$ cat src/design/rvep_pkg.sv
// Shared widths and types for the raster valid-extent points core.
`default_nettype none

package rvep_pkg;

   localparam int CoordBits  = 16;
   localparam int SampleBits = 16;

   typedef logic [CoordBits-1:0]  coord_type;
   typedef logic [SampleBits-1:0] sample_type;

   typedef struct packed {
      coord_type col;
      coord_type row;
   } point_type;

   typedef struct packed {
      point_type top;
      point_type right;
      point_type bottom;
      point_type left;
   } extent_type;

endpackage

`default_nettype wire

$ cat src/design/raster_valid_extent_points_core.sv
// Streaming tracker of the four extreme valid points of a raster.
//
//   port group | direction | beat content
//   req_       | in        | sample_value, column, row, last_sample
//   rsp_       | out       | any_valid and four extreme points (col, row)
//   csr_       | in        | null_sample write, no read-back
//
// One beat per cycle while req_stall is low: an input register feeds the point compares, whose
// result goes to the running extent and, on a last beat, to the output register.
// rsp_valid rises once a last beat has passed the input register and been loaded into the output register.
// Reset clears the pipeline, the running extent and null_sample.
// req_stall rises only while a last beat waits on a full, stalled output register.
`default_nettype none

module raster_valid_extent_points_core (
   input  wire                   clock,
   input  wire                   reset,
   input  wire                   req_valid,
   output logic                  req_stall,
   input  wire rvep_pkg::sample_type req_sample_value,
   input  wire rvep_pkg::coord_type  req_column,
   input  wire rvep_pkg::coord_type  req_row,
   input  wire                   req_last_sample,
   output logic                  rsp_valid,
   input  wire                   rsp_stall,
   output logic                  rsp_any_valid,
   output rvep_pkg::coord_type   rsp_top_column,
   output rvep_pkg::coord_type   rsp_top_row,
   output rvep_pkg::coord_type   rsp_right_column,
   output rvep_pkg::coord_type   rsp_right_row,
   output rvep_pkg::coord_type   rsp_bottom_column,
   output rvep_pkg::coord_type   rsp_bottom_row,
   output rvep_pkg::coord_type   rsp_left_column,
   output rvep_pkg::coord_type   rsp_left_row,
   input  wire                   csr_wr_en,
   input  wire rvep_pkg::sample_type csr_wr_data
);

   rvep_pkg::sample_type null_ff;

   logic                 in_valid_ff;
   rvep_pkg::sample_type in_sample_ff;
   rvep_pkg::point_type  in_point_ff;
   logic                 in_last_ff;

   logic                 seen_ff, seen_in;
   rvep_pkg::extent_type ext_ff, ext_in;

   logic                 out_valid_ff, out_valid_in;
   logic                 out_any_ff;
   rvep_pkg::extent_type out_ext_ff;

   logic                 advance;
   logic                 take;
   logic                 new_seen;
   rvep_pkg::extent_type new_ext;
   rvep_pkg::point_type  p;

   assign req_stall = in_valid_ff && in_last_ff && out_valid_ff && rsp_stall;
   assign advance   = in_valid_ff && !req_stall;
   assign take      = in_sample_ff != null_ff;
   assign p         = in_point_ff;

   always_comb begin
      new_seen = seen_ff;
      new_ext  = ext_ff;
      if (take) begin
         new_seen = 1'b1;
         if (!seen_ff) begin
            new_ext.top    = p;
            new_ext.right  = p;
            new_ext.bottom = p;
            new_ext.left   = p;
         end else begin
            if (p.row < ext_ff.top.row ||
                (p.row == ext_ff.top.row && p.col < ext_ff.top.col)) begin
               new_ext.top = p;
            end
            if (p.row > ext_ff.bottom.row ||
                (p.row == ext_ff.bottom.row && p.col < ext_ff.bottom.col)) begin
               new_ext.bottom = p;
            end
            if (p.col > ext_ff.right.col ||
                (p.col == ext_ff.right.col && p.row < ext_ff.right.row)) begin
               new_ext.right = p;
            end
            if (p.col < ext_ff.left.col ||
                (p.col == ext_ff.left.col && p.row > ext_ff.left.row)) begin
               new_ext.left = p;
            end
         end
      end
   end

   always_comb begin
      seen_in = seen_ff;
      ext_in  = ext_ff;
      if (advance) begin
         if (in_last_ff) begin
            seen_in = 1'b0;
            ext_in  = '0;
         end else begin
            seen_in = new_seen;
            ext_in  = new_ext;
         end
      end
   end

   always_comb begin
      out_valid_in = out_valid_ff;
      if (advance && in_last_ff) begin
         out_valid_in = 1'b1;
      end else if (!rsp_stall) begin
         out_valid_in = 1'b0;
      end
   end

   always_ff @(posedge clock) begin
      if (reset) begin
         null_ff      <= '0;
         in_valid_ff  <= 1'b0;
         seen_ff      <= 1'b0;
         ext_ff       <= '0;
         out_valid_ff <= 1'b0;
      end else begin
         if (csr_wr_en) begin
            null_ff <= csr_wr_data;
         end
         if (!req_stall) begin
            in_valid_ff <= req_valid;
         end
         seen_ff      <= seen_in;
         ext_ff       <= ext_in;
         out_valid_ff <= out_valid_in;
      end
   end

   always_ff @(posedge clock) begin
      if (!req_stall) begin
         in_sample_ff    <= req_sample_value;
         in_point_ff.col <= req_column;
         in_point_ff.row <= req_row;
         in_last_ff      <= req_last_sample;
      end
      if (advance && in_last_ff) begin
         out_any_ff <= new_seen;
         out_ext_ff <= new_ext;
      end
   end

   assign rsp_valid         = out_valid_ff;
   assign rsp_any_valid     = out_any_ff;
   assign rsp_top_column    = out_ext_ff.top.col;
   assign rsp_top_row       = out_ext_ff.top.row;
   assign rsp_right_column  = out_ext_ff.right.col;
   assign rsp_right_row     = out_ext_ff.right.row;
   assign rsp_bottom_column = out_ext_ff.bottom.col;
   assign rsp_bottom_row    = out_ext_ff.bottom.row;
   assign rsp_left_column   = out_ext_ff.left.col;
   assign rsp_left_row      = out_ext_ff.left.row;

   a_empty_is_zero: assert property (@(posedge clock) disable iff (reset)
      out_valid_ff && !out_any_ff |-> out_ext_ff == '0)
      else $error("empty raster result carries nonzero points");

   a_extent_order: assert property (@(posedge clock) disable iff (reset)
      out_valid_ff && out_any_ff |->
         out_ext_ff.top.row <= out_ext_ff.bottom.row &&
         out_ext_ff.left.col <= out_ext_ff.right.col)
      else $error("result extent out of order");

   a_unseen_is_zero: assert property (@(posedge clock) disable iff (reset)
      !seen_ff |-> ext_ff == '0)
      else $error("running extent not clear while nothing seen");

   a_clear_after_last: assert property (@(posedge clock) disable iff (reset)
      advance && in_last_ff |=> !seen_ff && out_valid_ff)
      else $error("last beat did not clear state and post result");

   a_stall_cause: assert property (@(posedge clock) disable iff (reset)
      req_stall |-> in_valid_ff && in_last_ff && out_valid_ff)
      else $error("input stalled without a pending last beat");

endmodule

`default_nettype wire

$ cat config.mk
export PLATFORM = sky130hd
export DESIGN_NAME = raster_valid_extent_points_core
export DESIGN_NICKNAME = d
export VERILOG_FILES = /design/src/design/rvep_pkg.sv /design/src/design/raster_valid_extent_points_core.sv
export SDC_FILE = /design/constraint.sdc
export NUM_CORES = 1
export LEC_CHECK = 0
export BUFFER_PORTS_ARGS = -buffer_cell sky130_fd_sc_hd__buf_2
export CAP_MARGIN = 10
export CELL_PAD_IN_SITES_DETAIL_PLACEMENT = 0
export CELL_PAD_IN_SITES_GLOBAL_PLACEMENT = 1
export CORE_MARGIN = 2
export CORE_UTILIZATION = 35
export DETAILED_ROUTE_END_ITERATION = 12
export PLACE_DENSITY_LB_ADDON = 0.12
export SKIP_CTS_REPAIR_TIMING = 1
export SLEW_MARGIN = 20
export SYNTH_ARGS = -nofsm -noshare
export SYNTH_HDL_FRONTEND = slang
export SYNTH_SLANG_ARGS = --single-unit
$ cat constraint.sdc
create_clock -name clock -period 8.6 [get_ports clock]
set_clock_uncertainty 0.15 [all_clocks]
set_input_delay 1.29 -clock clock [delete_from_list [all_inputs] [get_ports clock]]
set_output_delay 1.29 -clock clock [all_outputs]
set_load 0.01 [all_outputs]
# [Word-level counts from Yosys, hierarchy flattened]
# Cells that the tools add are included.
[op_classes] order_cmp=8 n_eq_ne=6 muxes=11 reduce_logical=14
[ops] operator="128-bit two-way mux" n=3
[ops] operator="32-bit two-way mux" n=4
[ops] operator="16-bit less-than comparator" n=5
[ops] operator="16-bit == test" n=4
[ops] operator="16-bit > comparator" n=3
[ops] operator="16-bit inequality test" n=1
[ops] operator="1-bit logical AND" n=9
[ops] operator="1-bit logical OR" n=4
[ops] operator="1-bit two-way mux" n=4
[ops] operator="2-bit by 1-bit inequality test with 1-bit output (second input constant)" n=1
[ops] operator="1-bit logical NOT" n=1
[word_totals] register_bits=325 input_bits=70

# [Depth between registers and ports, before layout]
[logic_depth] ltp_word=7 ltp_mapped=12 depth_no_buf=9

# [Least setup slack after synthesis]
# Ideal clock, no wire load.
[synth_path] path_kind="input -> register" from="input rsp_stall" to="register ext_ff[100] in the netlist's numbering" setup_time_ns=0.117 arrival_time_ns=8.817 setup_slack_ns=-0.483 path_stages=5 n_path_buf=1 cell_sequence="a21oi_1 > or2_2 > a21oi_1 > clkbuf_1 > a22o_1"
[synth_via] elab_chain_len=3
[synth_lines] item="start: declaration" line="raster_valid_extent_points_core.sv:25" text="input wire rsp_stall,"
[synth_lines] item="1-bit logical AND" line="raster_valid_extent_points_core.sv:59" text="assign req_stall = in_valid_ff && in_last_ff && out_valid_ff && rsp_stall;"
[synth_lines] item="1-bit logical NOT"
[synth_lines] item="1-bit logical AND" line="raster_valid_extent_points_core.sv:60" text="assign advance = in_valid_ff && !req_stall;"
[synth_lines] item="end signal: assignment" line="raster_valid_extent_points_core.sv:133" text="ext_ff <= ext_in;"
[synth_lines] item="end: declaration" line="raster_valid_extent_points_core.sv:47" text="rvep_pkg::extent_type ext_ff, ext_in;"
# Every way passes these cells.
# A chain may end at the register's enable or synchronous reset.

# [Final worst setup path]
[layout_path] from="register in_point_ff[3] in the netlist's numbering" to="register ext_ff[54] in the netlist's numbering"
[layout_via] elab_chain_len=7 word_cells_on_any_way=8
[layout_lines] item="start: declaration" line="raster_valid_extent_points_core.sv:43" text="rvep_pkg::point_type in_point_ff;"
[layout_lines] item="parallel branches: the longest is 2 deep, another holds 16-bit > comparator"
[layout_lines] item="1-bit logical OR *" line="raster_valid_extent_points_core.sv:79" text="if (p.row > ext_ff.bottom.row ||"
[layout_lines] item="32-bit two-way mux *" line="raster_valid_extent_points_core.sv:79"
[layout_lines] item="128-bit two-way mux *" line="raster_valid_extent_points_core.sv:69" text="if (!seen_ff) begin"
[layout_lines] item="128-bit two-way mux *" line="raster_valid_extent_points_core.sv:67" text="if (take) begin"
[layout_lines] item="128-bit two-way mux *" line="raster_valid_extent_points_core.sv:99" text="if (in_last_ff) begin"
# Every way passes the cells marked *.

==> results.md <==
- Origin of the worst setup path: in_point_ff[3]
- Post-Syn Nets: 1599
- Seq pwr share: 47.4%
- Mapped cell area: 0.01547 mm²
- Area growth syn-to-layout: 18.95%
- Crit path kind: register to register
- Final core utilization: 41.89%
- Final Net Count: 1784
- Worst-case clock buffer depth: 3
- Post-DP HPWL: 32.14 mm
- DIE AREA: 0.04591 mm²
- Comb power frac: 9.8%
- Most frequent cell after synthesis: edfxtp_1
- Post-DR vias/cell: 5.236
- Clock power frac: 42.7%
- Cell accounting for the most synthesized area: edfxtp_1
- Area contributors post-synth: edfxtp_1 (35%), dfxtp_1 (19%), ha_1 (10%), a22o_1 (5.2%), o21ai_0 (4.2%)
- Die Ht: 214.3 µm
- Multi-input gate area: 0.006420 mm²
- Crit path DAT: 4.62 ns
- Setup crit end kind: register
- Routed length per instance: 22.04 µm
- Reg2reg end: ext_ff[54]
- Unique cell type count in the Yosys netlist: 57
- Most used DFF post-synth: edfxtp_1
- Commonest cells in the synthesized netlist: edfxtp_1 (178), dfxtp_1 (147), o21ai_0 (130)
- # rows: 77
- Drc violations: 0
- Fin. Hold Viols: 0
- Crit Reg-Reg Startpoint: in_point_ff[3]
- Mean Syn Cell Area: 11.02 µm²
- Total track usage: 20.95%
- Unrepaired setup endpoints after global routing: no
- Flop-to-flop setup slack: 4.26 ns
- Status: finished clean
- Register bit total from synthesis: 325
- Root buffer cell: clkbuf_16
- CP Launch Type: register
- Vias in the first global route: 11580
- Via count: 11570
- Post-synthesis sequential area ratio: 53.56%
- Worst setup path end: ext_ff[54]
- Placed cell count: 2139
- Setup TNS: 0 ns
- MaxCap Viol Count: 0
- Fillers: 4246
- Pwr Density: 200.8 mW/mm²
- P_int: 0.002768 W
- Die width: 214.3 µm
- Fin crit period: 4.337 ns
- Count of mapped cells out of synthesis: 1404
- Clock sink count: 325
- Initial antenna violation count: 0
- Peak Freq: 0.2306 GHz
- R2r worst-path depth: 9
- Hold crit path type: register to register
- Leakage: 7.267 nW
- Post-synth EDFFs: 178
- Layout cells sized above 1: 20.89%
- Global placer's final weighted congestion: 0.8018
- Fraction of the cycle the final worst path needs: 50.43%
- CTS HTree Levels: 2
- Largest net degree at the start of global routing: 79
- Async SR Flop Fraction: 0%
- Top cell type's share of synthesized area: 34.54%
- First-pass GRT wire length: 73.04 mm
- Pre-CTS WS: 3.939 ns
- Worst-Margin Slew: 0.9375 ns
- Worst setup margin: 4.263 ns
- Pins Over Slew Limit: 0
- Clock transition at path regs: 0.06 ns
- Ports: 201
- Non-filler cells in the finished layout: 2210
- CTS buffer count: 38
- Grt total ovfl: 0
- I/O Buffers: 200
- P_sw: 0.0009269 W
- Slew HR: 37.28%
- Initial Util: 35.22%
- Iter 0 DRT Violations: 712
- Final setup fails: 0
- Fin Hold WS: 0.3168 ns
- Antenna diode count: 0
- Clk_lat worst skew: 0.55 ns
- CP Max Fanout: 64
- WL final: 48.71 mm
- Switching part of the total: 25.08%
- CTS tree: built
- Area occupied by registers: 0.008288 mm²
- Antenna viol nets, final: 0
- Core area: 0.04393 mm²
- Drt pass-1 iters: 5
- Synth warnings: 0
- Peak supply drop: 0.1532 mV
- Worst EP required: 8.88 ns
[per-layer routing]
layer	track usage [%]	up-vias	wire length (µm)
met3	2.738	73	2182
met1	29.59	5599	23260
met4	7.361	0	1361
met2	33.03	313	21910
li1	-	5586	-
met5	0	-	0
[cell families after synthesis]
| group | after synthesis | synth area share, % |
|---|---|---|
| and+or+nand+nor | 306 | 10.45 |
| adders and majority gates | 125 | 10.11 |
| DFF | 325 | 53.56 |
| AOI/OAI and AO/OA | 366 | 15.78 |
| muxes | 52 | 3.655 |
| xor gates and xnor gates | 16 | 0.9056 |
| buffers and inverters | 214 | 5.547 |
[state kept, by name (all words and copies together), names as in the netlist]
signal             cells
in_valid_ff            1
rsp_right_column      16
rsp_valid              1
seen_ff                1
rsp_top_column        16
rsp_right_row         16
rsp_left_row          16
in_last_ff             1
in_sample_ff          16
rsp_bottom_column     16
rsp_any_valid          1
rsp_bottom_row        16
ext_ff               128
rsp_left_column       16
null_ff               16
rsp_top_row           16
in_point_ff           32
[per-stage QoR]
| stage | area, µm² | total power [W] |
|---|---|---|
| floorplan | 15480 | 0.001997 |
| CTS | 18360 | 0.003746 |
| detailed placement | 17170 | 0.002148 |
| finish | 18410 | 0.003695 |
| global route | 18410 | 0.003849 |
| global placement | 17140 | 0.002144 |
[placed cells by master (no fill, tap or decap), types with 5 or more instances in the layout]
master       n
buf_2      200
edfxtp_1   178
dfxtp_1    147
o21ai_0    130
inv_1      128
ha_1       125
a22o_1      92
nand3_1     73
nand2_1     45
a21oi_1     43
clkbuf_16   40
mux2_2      36
nor3_1      35
a31oi_1     32
or3_1       30
and3_1      29
nor2_1      27
buf_4       27
nand4_1     25
a21o_1      24
xor2_1      16
mux2i_1     16
clkbuf_1    12
o211ai_1     8
nand2b_1     6
and2_1       6
clkinv_1     6
nor4_1       5
nor2b_1      5
or2_2        5
and4_1       5
clkinv_2     5
[power by group through the flow]
stage / Clock, W / Combinational, W / Sequential, W
after CTS: 0.00163 / 0.000364 / 0.00175
final: 0.00158 / 0.000362 / 0.00175
after detailed placement: 0 / 0.000362 / 0.00179
after global placement: 0 / 0.000359 / 0.00179
after global routing: 0.00168 / 0.000408 / 0.00176
after floorplan: 0 / 0.000211 / 0.00179
[worst max-delay path, cell delays in order (launching register included)]
cell      delay, ns
edfxtp_1       0.64
ha_1           0.45
and4_1         0.27
nand3_1        0.25
or4_1          0.72
a41oi_4        0.27
buf_4          0.57
o22ai_4        0.38
buf_16         0.27
a22o_1         0.23
[area by class of cell]
| cell class | count | area share [%] |
|---|---|---|
| multi-input cells | 865 | 34.88 |
| clock inverters | 16 | 0.7138 |
| clock buffers | 53 | 5.758 |
| inverters | 128 | 2.610 |
| repair buffers | 231 | 6.982 |
| flip-flops and latches | 325 | 45.03 |
| well taps | 592 | 4.024 |
[worst min path at each step]
stage                    start         end  cells after the start
global route        ext_ff[63]  ext_ff[63]                      1
detailed placement  ext_ff[63]  ext_ff[63]                      1
global placement    ext_ff[63]  ext_ff[63]                      1
CTS                 ext_ff[63]  ext_ff[63]                      1
floorplan           ext_ff[63]  ext_ff[63]                      1
finish              ext_ff[63]  ext_ff[63]                      1
(Power assumes the default switching activity.)
